<file path="src/hdl/ust_pkg.sv">
`timescale 1ns / 1ps

package ust_pkg;

    localparam int CAPACITY    = 64;
    localparam int VALUE_WIDTH = 32;

    // Stored value width: the input field is 32 bits wide, so at most 32 bits survive.
    localparam int ENTRY_W = (VALUE_WIDTH < 32) ? VALUE_WIDTH : 32;
    localparam int IDX_W   = (CAPACITY > 1) ? $clog2(CAPACITY) : 1;
    localparam int CNT_W   = $clog2(CAPACITY + 1);

    localparam int CMD_W   = 2;
    localparam int COUNT_W = 7;

    typedef enum logic [CMD_W-1:0] {
        CMD_INSERT = 2'd0,
        CMD_ERASE  = 2'd1,
        CMD_QUERY  = 2'd2,
        CMD_NOP    = 2'd3
    } t_cmd;

    typedef enum logic [2:0] {
        S_IDLE,
        S_SEARCH,
        S_ERASE_RD,
        S_ERASE_WR,
        S_INS_WR,
        S_DONE
    } t_state;

    // Commands from the controller to the datapath.
    typedef struct packed {
        logic clear;       // start a new item: latch value, rewind scan
        logic step;        // issue the next scan read
        logic erase_rd;    // read the tail entry and shrink the count
        logic wr_slot;     // write the tail entry into the hit slot
        logic wr_tail;     // append the value and grow the count
        logic out_load;    // load the result register
        logic out_success;
        logic out_full;
    } t_ctl_cmd;

    // Status from the datapath to the controller.
    typedef struct packed {
        logic hit;         // the entry read last cycle matches the value
        logic scan_done;   // every live entry has been compared
        logic full;        // the table holds CAPACITY entries
        logic out_free;    // the result register can take a new result
    } t_dp_status;

endpackage

</file>
<file path="src/hdl/ust_datapath.sv">
`timescale 1ns / 1ps

module ust_datapath
    import ust_pkg::*;
(
    input  logic                i_clk,
    input  logic                i_rst_n,
    input  logic [31:0]         i_value,
    input  t_ctl_cmd            i_cmd,
    output t_dp_status          o_status,
    output logic                o_valid,
    input  logic                i_ready,
    output logic                o_success,
    output logic                o_full_res,
    output logic [COUNT_W-1:0]  o_count
);

    logic [ENTRY_W-1:0] r_mem [CAPACITY];

    logic [ENTRY_W-1:0] r_value;
    logic [ENTRY_W-1:0] r_rd_data;
    logic [CNT_W-1:0]   r_idx;
    logic [CNT_W-1:0]   r_count;
    logic [IDX_W-1:0]   r_rd_idx;
    logic [IDX_W-1:0]   r_slot;
    logic               r_rd_vld;
    logic               r_out_vld;
    logic               r_out_success;
    logic               r_out_full;
    logic [COUNT_W-1:0] r_out_count;

    logic                     issue;
    logic                     hit;
    logic [CNT_W-1:0]         tail;
    logic [IDX_W-1:0]         rd_addr;
    logic [CNT_W+COUNT_W-1:0] count_ext;

    assign issue     = i_cmd.step && (r_idx < r_count);
    assign hit       = r_rd_vld && (r_rd_data == r_value);
    assign tail      = r_count - CNT_W'(1);
    assign rd_addr   = i_cmd.erase_rd ? tail[IDX_W-1:0] : r_idx[IDX_W-1:0];
    assign count_ext = {{COUNT_W{1'b0}}, r_count};

    always_ff @(posedge i_clk) begin
        r_rd_data <= r_mem[rd_addr];
        if (i_cmd.wr_tail) begin
            r_mem[r_count[IDX_W-1:0]] <= r_value;
        end else if (i_cmd.wr_slot) begin
            r_mem[r_slot] <= r_rd_data;
        end
    end

    always_ff @(posedge i_clk) begin
        if (i_cmd.clear) begin
            r_value <= i_value[ENTRY_W-1:0];
        end
        if (issue) begin
            r_rd_idx <= r_idx[IDX_W-1:0];
        end
        if (hit) begin
            r_slot <= r_rd_idx;
        end
        if (i_cmd.out_load) begin
            r_out_success <= i_cmd.out_success;
            r_out_full    <= i_cmd.out_full;
            r_out_count   <= count_ext[COUNT_W-1:0];
        end
    end

    always_ff @(posedge i_clk) begin
        if (!i_rst_n) begin
            r_idx     <= '0;
            r_count   <= '0;
            r_rd_vld  <= 1'b0;
            r_out_vld <= 1'b0;
        end else begin
            r_rd_vld <= issue;
            if (i_cmd.clear) begin
                r_idx <= '0;
            end else if (issue) begin
                r_idx <= r_idx + CNT_W'(1);
            end
            if (i_cmd.wr_tail) begin
                r_count <= r_count + CNT_W'(1);
            end else if (i_cmd.erase_rd) begin
                r_count <= tail;
            end
            if (i_cmd.out_load) begin
                r_out_vld <= 1'b1;
            end else if (i_ready) begin
                r_out_vld <= 1'b0;
            end
        end
    end

    assign o_status.hit       = hit;
    assign o_status.scan_done = !r_rd_vld && (r_idx >= r_count);
    assign o_status.full      = (r_count >= CNT_W'(CAPACITY));
    assign o_status.out_free  = !r_out_vld || i_ready;

    assign o_valid    = r_out_vld;
    assign o_success  = r_out_success;
    assign o_full_res = r_out_full;
    assign o_count    = r_out_count;

endmodule

</file>
<file path="src/hdl/ust_controller.sv">
`timescale 1ns / 1ps

module ust_controller
    import ust_pkg::*;
(
    input  logic             i_clk,
    input  logic             i_rst_n,
    input  logic             i_valid,
    output logic             o_ready,
    input  logic [CMD_W-1:0] i_command,
    input  t_dp_status       i_status,
    output t_ctl_cmd         o_cmd
);

    t_state r_state;
    t_state n_state;
    t_cmd   r_cmd;
    t_cmd   n_cmd;
    logic   r_succ;
    logic   n_succ;
    logic   r_full;
    logic   n_full;
    logic   take;

    assign take = i_valid && (r_state == S_IDLE);

    always_ff @(posedge i_clk) begin
        if (!i_rst_n) begin
            r_state <= S_IDLE;
            r_cmd   <= CMD_NOP;
            r_succ  <= 1'b0;
            r_full  <= 1'b0;
        end else begin
            r_state <= n_state;
            r_cmd   <= n_cmd;
            r_succ  <= n_succ;
            r_full  <= n_full;
        end
    end

    // Next state and the outcome flags of the item.
    always_comb begin
        n_state = r_state;
        n_cmd   = r_cmd;
        n_succ  = r_succ;
        n_full  = r_full;
        unique case (r_state)
            S_IDLE: begin
                if (take) begin
                    n_cmd  = t_cmd'(i_command);
                    n_succ = 1'b0;
                    n_full = 1'b0;
                    n_state = (t_cmd'(i_command) == CMD_NOP) ? S_DONE : S_SEARCH;
                end
            end
            S_SEARCH: begin
                if (i_status.hit) begin
                    unique case (r_cmd)
                        CMD_ERASE: begin
                            n_succ  = 1'b1;
                            n_state = S_ERASE_RD;
                        end
                        CMD_QUERY: begin
                            n_succ  = 1'b1;
                            n_state = S_DONE;
                        end
                        default: begin
                            n_state = S_DONE;
                        end
                    endcase
                end else if (i_status.scan_done) begin
                    if (r_cmd == CMD_INSERT) begin
                        if (i_status.full) begin
                            n_full  = 1'b1;
                            n_state = S_DONE;
                        end else begin
                            n_succ  = 1'b1;
                            n_state = S_INS_WR;
                        end
                    end else begin
                        n_state = S_DONE;
                    end
                end
            end
            S_ERASE_RD: n_state = S_ERASE_WR;
            S_ERASE_WR: n_state = S_DONE;
            S_INS_WR:   n_state = S_DONE;
            S_DONE: begin
                if (i_status.out_free) begin
                    n_state = S_IDLE;
                end
            end
            default: n_state = S_IDLE;
        endcase
    end

    // Datapath commands.
    always_comb begin
        o_cmd       = '0;
        o_ready     = 1'b0;
        o_cmd.out_success = r_succ;
        o_cmd.out_full    = r_full;
        unique case (r_state)
            S_IDLE: begin
                o_ready     = 1'b1;
                o_cmd.clear = take;
            end
            S_SEARCH:   o_cmd.step     = !i_status.hit;
            S_ERASE_RD: o_cmd.erase_rd = 1'b1;
            S_ERASE_WR: o_cmd.wr_slot  = 1'b1;
            S_INS_WR:   o_cmd.wr_tail  = 1'b1;
            S_DONE:     o_cmd.out_load = i_status.out_free;
            default: begin
                o_ready = 1'b0;
            end
        endcase
    end

endmodule

</file>
<file path="src/hdl/unordered_set_table.sv">
`timescale 1ns / 1ps
// Unordered set table: up to CAPACITY distinct values kept in a RAM with a
// live-entry count. Each input transfer carries a command (insert, erase,
// membership query) and a value; each one produces exactly one output
// transfer with a success flag, a full flag and the count after the command.
// Both channels use valid/ready. The block takes one command at a time:
// o_ready is high only while no command is in progress. Each command runs a
// linear scan that reads one RAM entry per cycle through the single
// registered read port and compares it in the following cycle. Erase then
// moves the tail entry into the freed slot (S_ERASE_RD, then S_ERASE_WR);
// insert then appends the value in S_INS_WR. The next command can be
// accepted in the cycle after the result is loaded. Results sit in an
// output register, so the next command is accepted while the previous
// result still waits for i_ready; if the receiver stalls, the following
// command finishes its work and then waits for the register.
// Synchronous active-low reset empties the set (count zero) and clears the
// handshakes; RAM contents are not cleared, since only entries below the
// count are ever read. Command code 3 is a no-op that reports the count.

module unordered_set_table
    import ust_pkg::*;
(
    input  logic               i_clk,
    input  logic               i_rst_n,
    input  logic               i_valid,
    output logic               o_ready,
    input  logic [CMD_W-1:0]   i_command,
    input  logic [31:0]        i_value,
    output logic               o_valid,
    input  logic               i_ready,
    output logic               o_success,
    output logic               o_full_res,
    output logic [COUNT_W-1:0] o_count
);

    t_ctl_cmd   ctl_cmd;
    t_dp_status dp_status;

    // Sequencer: scan, tail move, append and result hand-off.
    ust_controller u_ctrl (
        .i_clk     (i_clk),
        .i_rst_n   (i_rst_n),
        .i_valid   (i_valid),
        .o_ready   (o_ready),
        .i_command (i_command),
        .i_status  (dp_status),
        .o_cmd     (ctl_cmd)
    );

    // Table RAM, scan counter, live count and output register.
    ust_datapath u_dp (
        .i_clk      (i_clk),
        .i_rst_n    (i_rst_n),
        .i_value    (i_value),
        .i_cmd      (ctl_cmd),
        .o_status   (dp_status),
        .o_valid    (o_valid),
        .i_ready    (i_ready),
        .o_success  (o_success),
        .o_full_res (o_full_res),
        .o_count    (o_count)
    );

endmodule

</file>
<file path="config.mk">
export PLATFORM = sky130hd
export DESIGN_NAME = unordered_set_table
export DESIGN_NICKNAME = d
export VERILOG_FILES = /design/src/hdl/ust_pkg.sv /design/src/hdl/ust_datapath.sv /design/src/hdl/ust_controller.sv /design/src/hdl/unordered_set_table.sv
export SDC_FILE = /design/constraint.sdc
export NUM_CORES = 2
export LEC_CHECK = 0
export BUFFER_PORTS_ARGS = -buffer_cell sky130_fd_sc_hd__buf_2
export CORE_ASPECT_RATIO = 0.6
export CORE_MARGIN = 3
export CORE_UTILIZATION = 54
export DETAILED_ROUTE_END_ITERATION = 8
export MAX_ROUTING_LAYER = met4
export PLACE_DENSITY = 0.81
export SKIP_LAST_GASP = 1
export SYNTH_ARGS = -nofsm -noshare
export SYNTH_HDL_FRONTEND = slang
export SYNTH_SLANG_ARGS = --single-unit
</file>
<file path="constraint.sdc">
create_clock -name i_clk -period 4.8 [get_ports i_clk]
set_input_delay 0.48 -clock i_clk [delete_from_list [all_inputs] [get_ports i_clk]]
set_output_delay 0.48 -clock i_clk [all_outputs]
set_load 0.02 [all_outputs]
</file>
* Word-level counts from Yosys, hierarchy flattened
Memory sizes are Yosys's and may differ from the RTL's. A register that Yosys moved wholly into a read port is not among the register bits.
Cells that the tools add are included.
** Cells by class
- Equality and inequality tests :: 19
- Divide/modulo/power cells :: 0
- Reduce and logical (&&, ||, !) cells :: 21
- Multiply operators :: 0
- Multiplexer cells :: 41
- Bitwise operators :: 1
- $lt $le $gt $ge :: 3
- Shift-type cells :: 0
- Add/sub/neg operators :: 3
** Operators by type and width (count)
- $eq 32x32->1 :: 1
- $mux 32 :: 1
- $reduce_or 32->1 :: 1
- $mux 1 :: 27
- $mux 3 :: 6
- $pmux 3 s5 :: 1
- $add 7x1->7 const B :: 2
- $mux 7 :: 2
- $mux 6 :: 2
- $reduce_and 6->1 :: 2
- $ge 7x7->1 :: 1
- $ge 7x7->1 const B :: 1
- $lt 7x7->1 :: 1
- $sub 7x1->7 const B :: 1
- $eq 3x2->1 const B :: 2
- $eq 3x3->1 const B :: 2
- $ne 2x1->1 const B :: 3
- $ne 2x2->1 const B :: 3
- $ne 3x2->1 const B :: 2
- $reduce_bool 2->1 :: 3
- $reduce_or 2->1 :: 3
- $eq 2x2->1 const B :: 2
- $logic_and 1x1->1 :: 4
- $pmux 1 s2 :: 2
- other kinds (11) :: 13
** Word-level totals
- Memory bits (writable) :: 2048
- Memory bits (read-only) :: 0
- Register bits :: 76
- Word-level logic and storage cells :: 103
- Latch bits :: 0
- Memories :: 1
** Memory list
- u_dp.r_mem :: depth 64, width 32, read ports 1, clocked after memory_dff 1, wr ports 1, line ust_datapath.sv:18 : logic [ENTRY_W-1:0] r_mem [CAPACITY];

* Depth between registers and ports, before layout
- Depth after elaboration :: 7
- Gate-level depth with buffers :: 13
- Mapped depth without buffers :: 9

* Hierarchy
Synthesis repeated with hierarchy kept, for this count alone.
** Second synthesis, totals
- Cells, all modules :: 8171
- Area total of the unflattened synthesis :: 97772.5 µm²
** Modules (own cells, without submodules)
- ust_datapath :: cells each 8113, area an instance 97277.0 µm², times used 1
- ust_controller :: cells each 58, area an instance 495.5 µm², times used 1

* Least setup slack after synthesis
OpenSTA, ideal clock, no wires.
- Path kind :: reg2reg
- Start point :: reg u_ctrl.r_state[2]
- End point :: mem u_dp.r_mem[0][0] (netlist bit), enable pin
- Arrival time :: 3.037 ns
- Period minus slack after synthesis :: 3.459 ns
- Path slack :: 1.341 ns
- Stages on the path, launching flop included :: 6
- Path through :: dfxtp_1 nand3b_1 buf_1 mux2i_1 nand3_1 nor2_1
** On the way
- Cells in the longest elaborated chain, start to end :: 7
** RTL lines
- start: declaration :: line ust_controller.sv:15 : t_state r_state;
- start signal: assignment :: line ust_controller.sv:34 : r_state <= n_state;
- $eq 3x2->1 :: line ust_controller.sv:103 : unique case (r_state)
- $mux 1 :: line ust_controller.sv:103
- $mux 1 :: line ust_datapath.sv:48 : end else if (i_cmd.wr_slot) begin
- $mux 1 :: line ust_datapath.sv:46 : if (i_cmd.wr_tail) begin
- $mux 1 (implied by the code) :: line ust_datapath.sv:49 : r_mem[r_slot] <= r_rd_data;
- $reduce_or 32->1 (no line)
- $mux 6 (no line) / $mux 1 (equally long branches)
- end: declaration :: line ust_datapath.sv:18
Parallel ways exist; a longest one is shown, timed or not.

* Worst setup path in the final report
- Start point :: reg u_dp.r_count[0]
- End point :: reg u_dp.r_rd_data[11] (read register of u_dp.r_mem)
** On the way
- Cells in the longest elaborated chain, start to end :: 2
** RTL lines
- start: declaration :: line ust_datapath.sv:23 : logic [CNT_W-1:0] r_count;
- start signal: assignment :: line ust_datapath.sv:84 : r_count <= r_count + CNT_W'(1);
- start signal: assignment :: line ust_datapath.sv:86 : r_count <= tail;
- $sub 7x1->7 :: line ust_datapath.sv:40 : assign tail = r_count - CNT_W'(1);
- $mux 6 :: line ust_datapath.sv:41 : assign rd_addr = i_cmd.erase_rd ? tail[IDX_W-1:0] : r_idx[IDX_W-1:0];
- end: declaration :: line ust_datapath.sv:21 : logic [ENTRY_W-1:0] r_rd_data;
Every way passes these cells.
A chain may end at the register's enable or synchronous reset.

==> flow_summary.toml <==
[sta]
rsz0062_at_grt = "false"
relSlewSlack_pct = 5.39
drv_slew = 0
layout_min_cycle_time_ps = 4520
max_clock_freq_mhz = 221
worstMarginPinSlew_ps = 1420
fin_crit_sh_pct = 94.1
clock_skew_ps = 35.6
hold_viol_final = 0
setup_viol = 0

[setup_path]
path_delay_family = "buffers and inverters"
crit_slowest_cell = "nor4_1"
crit_path_max_incr_delay_ps = 790
path_max_fanout = 32
worst-setup-path-type = "register to register"
crit_path_end_kind = "register"
r2r_end = "u_dp.r_rd_data[11]$_DFF_P_"
worstPathRequired_ps = 5430
cp_cell_sequence = "inv_1, ha_1, nand4bb_1, buf_4, o21a_4, buf_12, buf_4, buf_4, mux2i_1, a221oi_1, nor4_1, nor4_1"
reg2reg_slack_ps = 280
arrival_ps = 5150
ff2ff_path_depth = 12
start_kind = "register"
r2r_start = "u_dp.r_count[0]$_SDFFE_PN0P_"
crit_top_cell = "buf_4"
critPathBufInv = 5

[worst_hold_path]
hold_depth = 3
min_to = "u_dp.o_valid$_SDFFE_PN0P_"
min_from = "i_ready"
hp-class = "input port to register"

[synth]
ys_seq_elements = 2156
synth_area_leader_cell = "edfxtp_1"
ys_warn_count = 0
yosysMostFrequentCell = "edfxtp_1"
post_synth_num_cell_types = 69
synth_edf_count = 2101
synthCells = 5582
synthTopCellsByCount = "2101 x edfxtp_1, 1103 x nand2_1, 348 x a21oi_1, 322 x mux2i_1, 211 x a221oi_1"
syn_nets = 5632
avgSynthCellArea_um2 = 15.2
synth.cell_area_um2 = 84600
netlist_top_cells_area = "edfxtp_1 75%, nand2_1 4.9%, mux2i_1 3.8%"
synth_seq_area_share_pct = 75.9
synth_top_area_share_pct = 74.6
synthFlopType = "edfxtp_1"
async_flop_share_pct = 0

[pwr]
vdd_drop_max_mv = 0.370
p_leak_nw = 30.8
seq_power_share_pct = 57.2
internal_power_mw = 28.8
swShare_pct = 22.3
pwr-share-comb_pct = 5.1
p_per_area_nw_per_um2 = 391
clkPwrFrac_pct = 37.6
p_switching_mw = 8.25

[route]
wire_per_inst_um = 31.4
drt-total-wl_um = 250000
ant_nets = 0
vias = 54643
firstDrtPassIters = 9
remaining_drc_errors = 9
post_drt_via_cell_ratio = 6.87
drtIter0Drc = 10571

[layout]
fin_util_pct = 61.5
syn_to_final_growth_pct = 12.0
drive_gt1_share_pct = 13.4
final_area_um2 = 94700
nets = 5826

[clocking]
cts-root-buf = "clkbuf_16"
cts_sinks = 2156
htreeDepth = 4
path_clk_slew_ps = 70
cts.path.max_buffers = 3
cts_buffers = 170
cts_post_setup_buffers_inserted = 0
cts_tree = "yes"
clk_latency_ps = 810
hold_buffers = 35
cts_resized = 0

[placement]
place.detailed.hpwl_um = 147000
dpl_cell_area_um2 = 89000
place_congestion = 0.989
portBuffers = 48

[outcome]
failed_checks = "design-rule violations"
status = "finished with violations"

[global_routing]
gr-usage-all-layers_pct = 31.2
grt_pass1_wl_um = 356000
antenna_found_initial = 7
grt_max_degree = 123
grt_pass1_vias = 52015
grt_overflow = 0

[job]
drv_cap = 0

[floorplanning]
io_pins = 49
dieArea_um2 = 162000
die_height_um = 313
core_area_um2 = 154000
initial_core_util_pct = 54.9
num_rows = 111
fp.dieW_um = 517
-- stage by stage --
step,setup TNS (ps),hold slack [ps],setup WS (ps),power [mW],cells
global route,0,45.0,206,37.7,7950
CTS,0,1.11,160,36.9,7944
global placement,-6.34,403,-6.34,23.3,7596
finish,0,42.7,281,37.0,7953
detailed placement,0,406,189,23.4,7602
floorplan,0,400,1340,22.5,5582
-- power by group through the flow --
stage | Sequential, mW | Combinational (mW) | Clock (mW)
after global routing | 21.2 | 1.99 | 14.6
after floorplan | 21.5 | 1.02 | 0
after CTS | 21.2 | 1.82 | 13.9
final | 21.2 | 1.90 | 13.9
after detailed placement | 21.6 | 1.78 | 0
after global placement | 21.6 | 1.71 | 0
-- registers in the layout (all words and copies together) (netlist names) --
signal	cells
u_dp.r_rd_idx	6
u_dp.o_valid	1
u_dp.r_idx	7
u_dp.r_rd_data	32
u_dp.r_count	7
u_ctrl.r_succ	1
u_dp.o_full_res	1
u_ctrl.r_state	3
u_dp.r_rd_vld	1
u_dp.o_count	7
u_ctrl.r_full	1
u_dp.r_mem	2048
u_dp.r_value	32
u_dp.o_success	1
u_ctrl.r_cmd	2
u_dp.r_slot	6
-- worst reg2reg max path: stages, from the launching register on --
cell       delay [ps]
dfxtp_1           600
inv_1             190
ha_1              440
nand4bb_1         150
buf_4             180
o21a_4            470
buf_12            320
buf_4             420
buf_4             290
mux2i_1           260
a221oi_1          140
nor4_1            790
nor4_1            110
-- metal layers --
metal | part of all wire, % | GRT usage, %
met5 | 0 | -
met4 | 4.3 | 11.9
met3 | 18 | 12.3
met2 | 42 | 42.0
met1 | 35 | 42.6
-- placed cells by master (no fill, tap or decap), drive strengths merged, types with 124 or more instances in the layout --
master	n
nand2	1103
clkbuf	210
edfxtp	2101
nand3	151
nor4	151
buf	360
a221oi	239
a21oi	348
a32oi	124
mux2i	322
-- worst max path at each step --
stage,startpoint,endpoint,slack [ps],depth (start not counted)
6_report,u_dp.r_count[0]$_SDFFE_PN0P_,u_dp.r_rd_data[11]$_DFF_P_,280,12
5_1_grt,u_dp.r_count[0]$_SDFFE_PN0P_,u_dp.r_rd_data[16]$_DFF_P_,210,10
4_1_cts,u_dp.r_count[0]$_SDFFE_PN0P_,u_dp.r_rd_data[0]$_DFF_P_,160,10
3_5_place_dp,u_dp.r_count[0]$_SDFFE_PN0P_,u_dp.r_rd_data[0]$_DFF_P_,190,10
3_3_place_gp,u_dp.r_count[0]$_SDFFE_PN0P_,u_dp.r_rd_data[12]$_DFF_P_,-6,11
2_1_floorplan,u_ctrl.r_state[2]$_SDFFE_PN0P_,u_dp.r_mem[0][0]$_DFFE_PP_,1340,5
-- layout make-up --
class / count / area (um2)
sequential: 2156 / 64200
fill: 10419 / 59400
multi-input combinational: 3032 / 19000
clock buffer: 210 / 4550
timing repair buffer: 395 / 3570
tap: 2034 / 2540
clock inverter: 97 / 764
inverter: 21 / 78.8
antenna: 8 / 20.0
-- kinds of logic (layout without fill, tap and decap cells) --
family / Yosys count / after routing / synth area share [%]
other: 0 / 8 / 0
AO/OA/AOI/OAI: 922 / 922 / 7.70
buffers and inverters: 394 / 723 / 2.50
AND/OR/NAND/NOR: 1685 / 1685 / 8.79
adder cells (fa/ha/maj): 12 / 12 / 0.178
XOR/XNOR: 40 / 40 / 0.445
multiplexers: 373 / 373 / 4.49
flip-flops: 2156 / 2156 / 75.9
No activity file was read; power rests on OpenSTA's default activity.
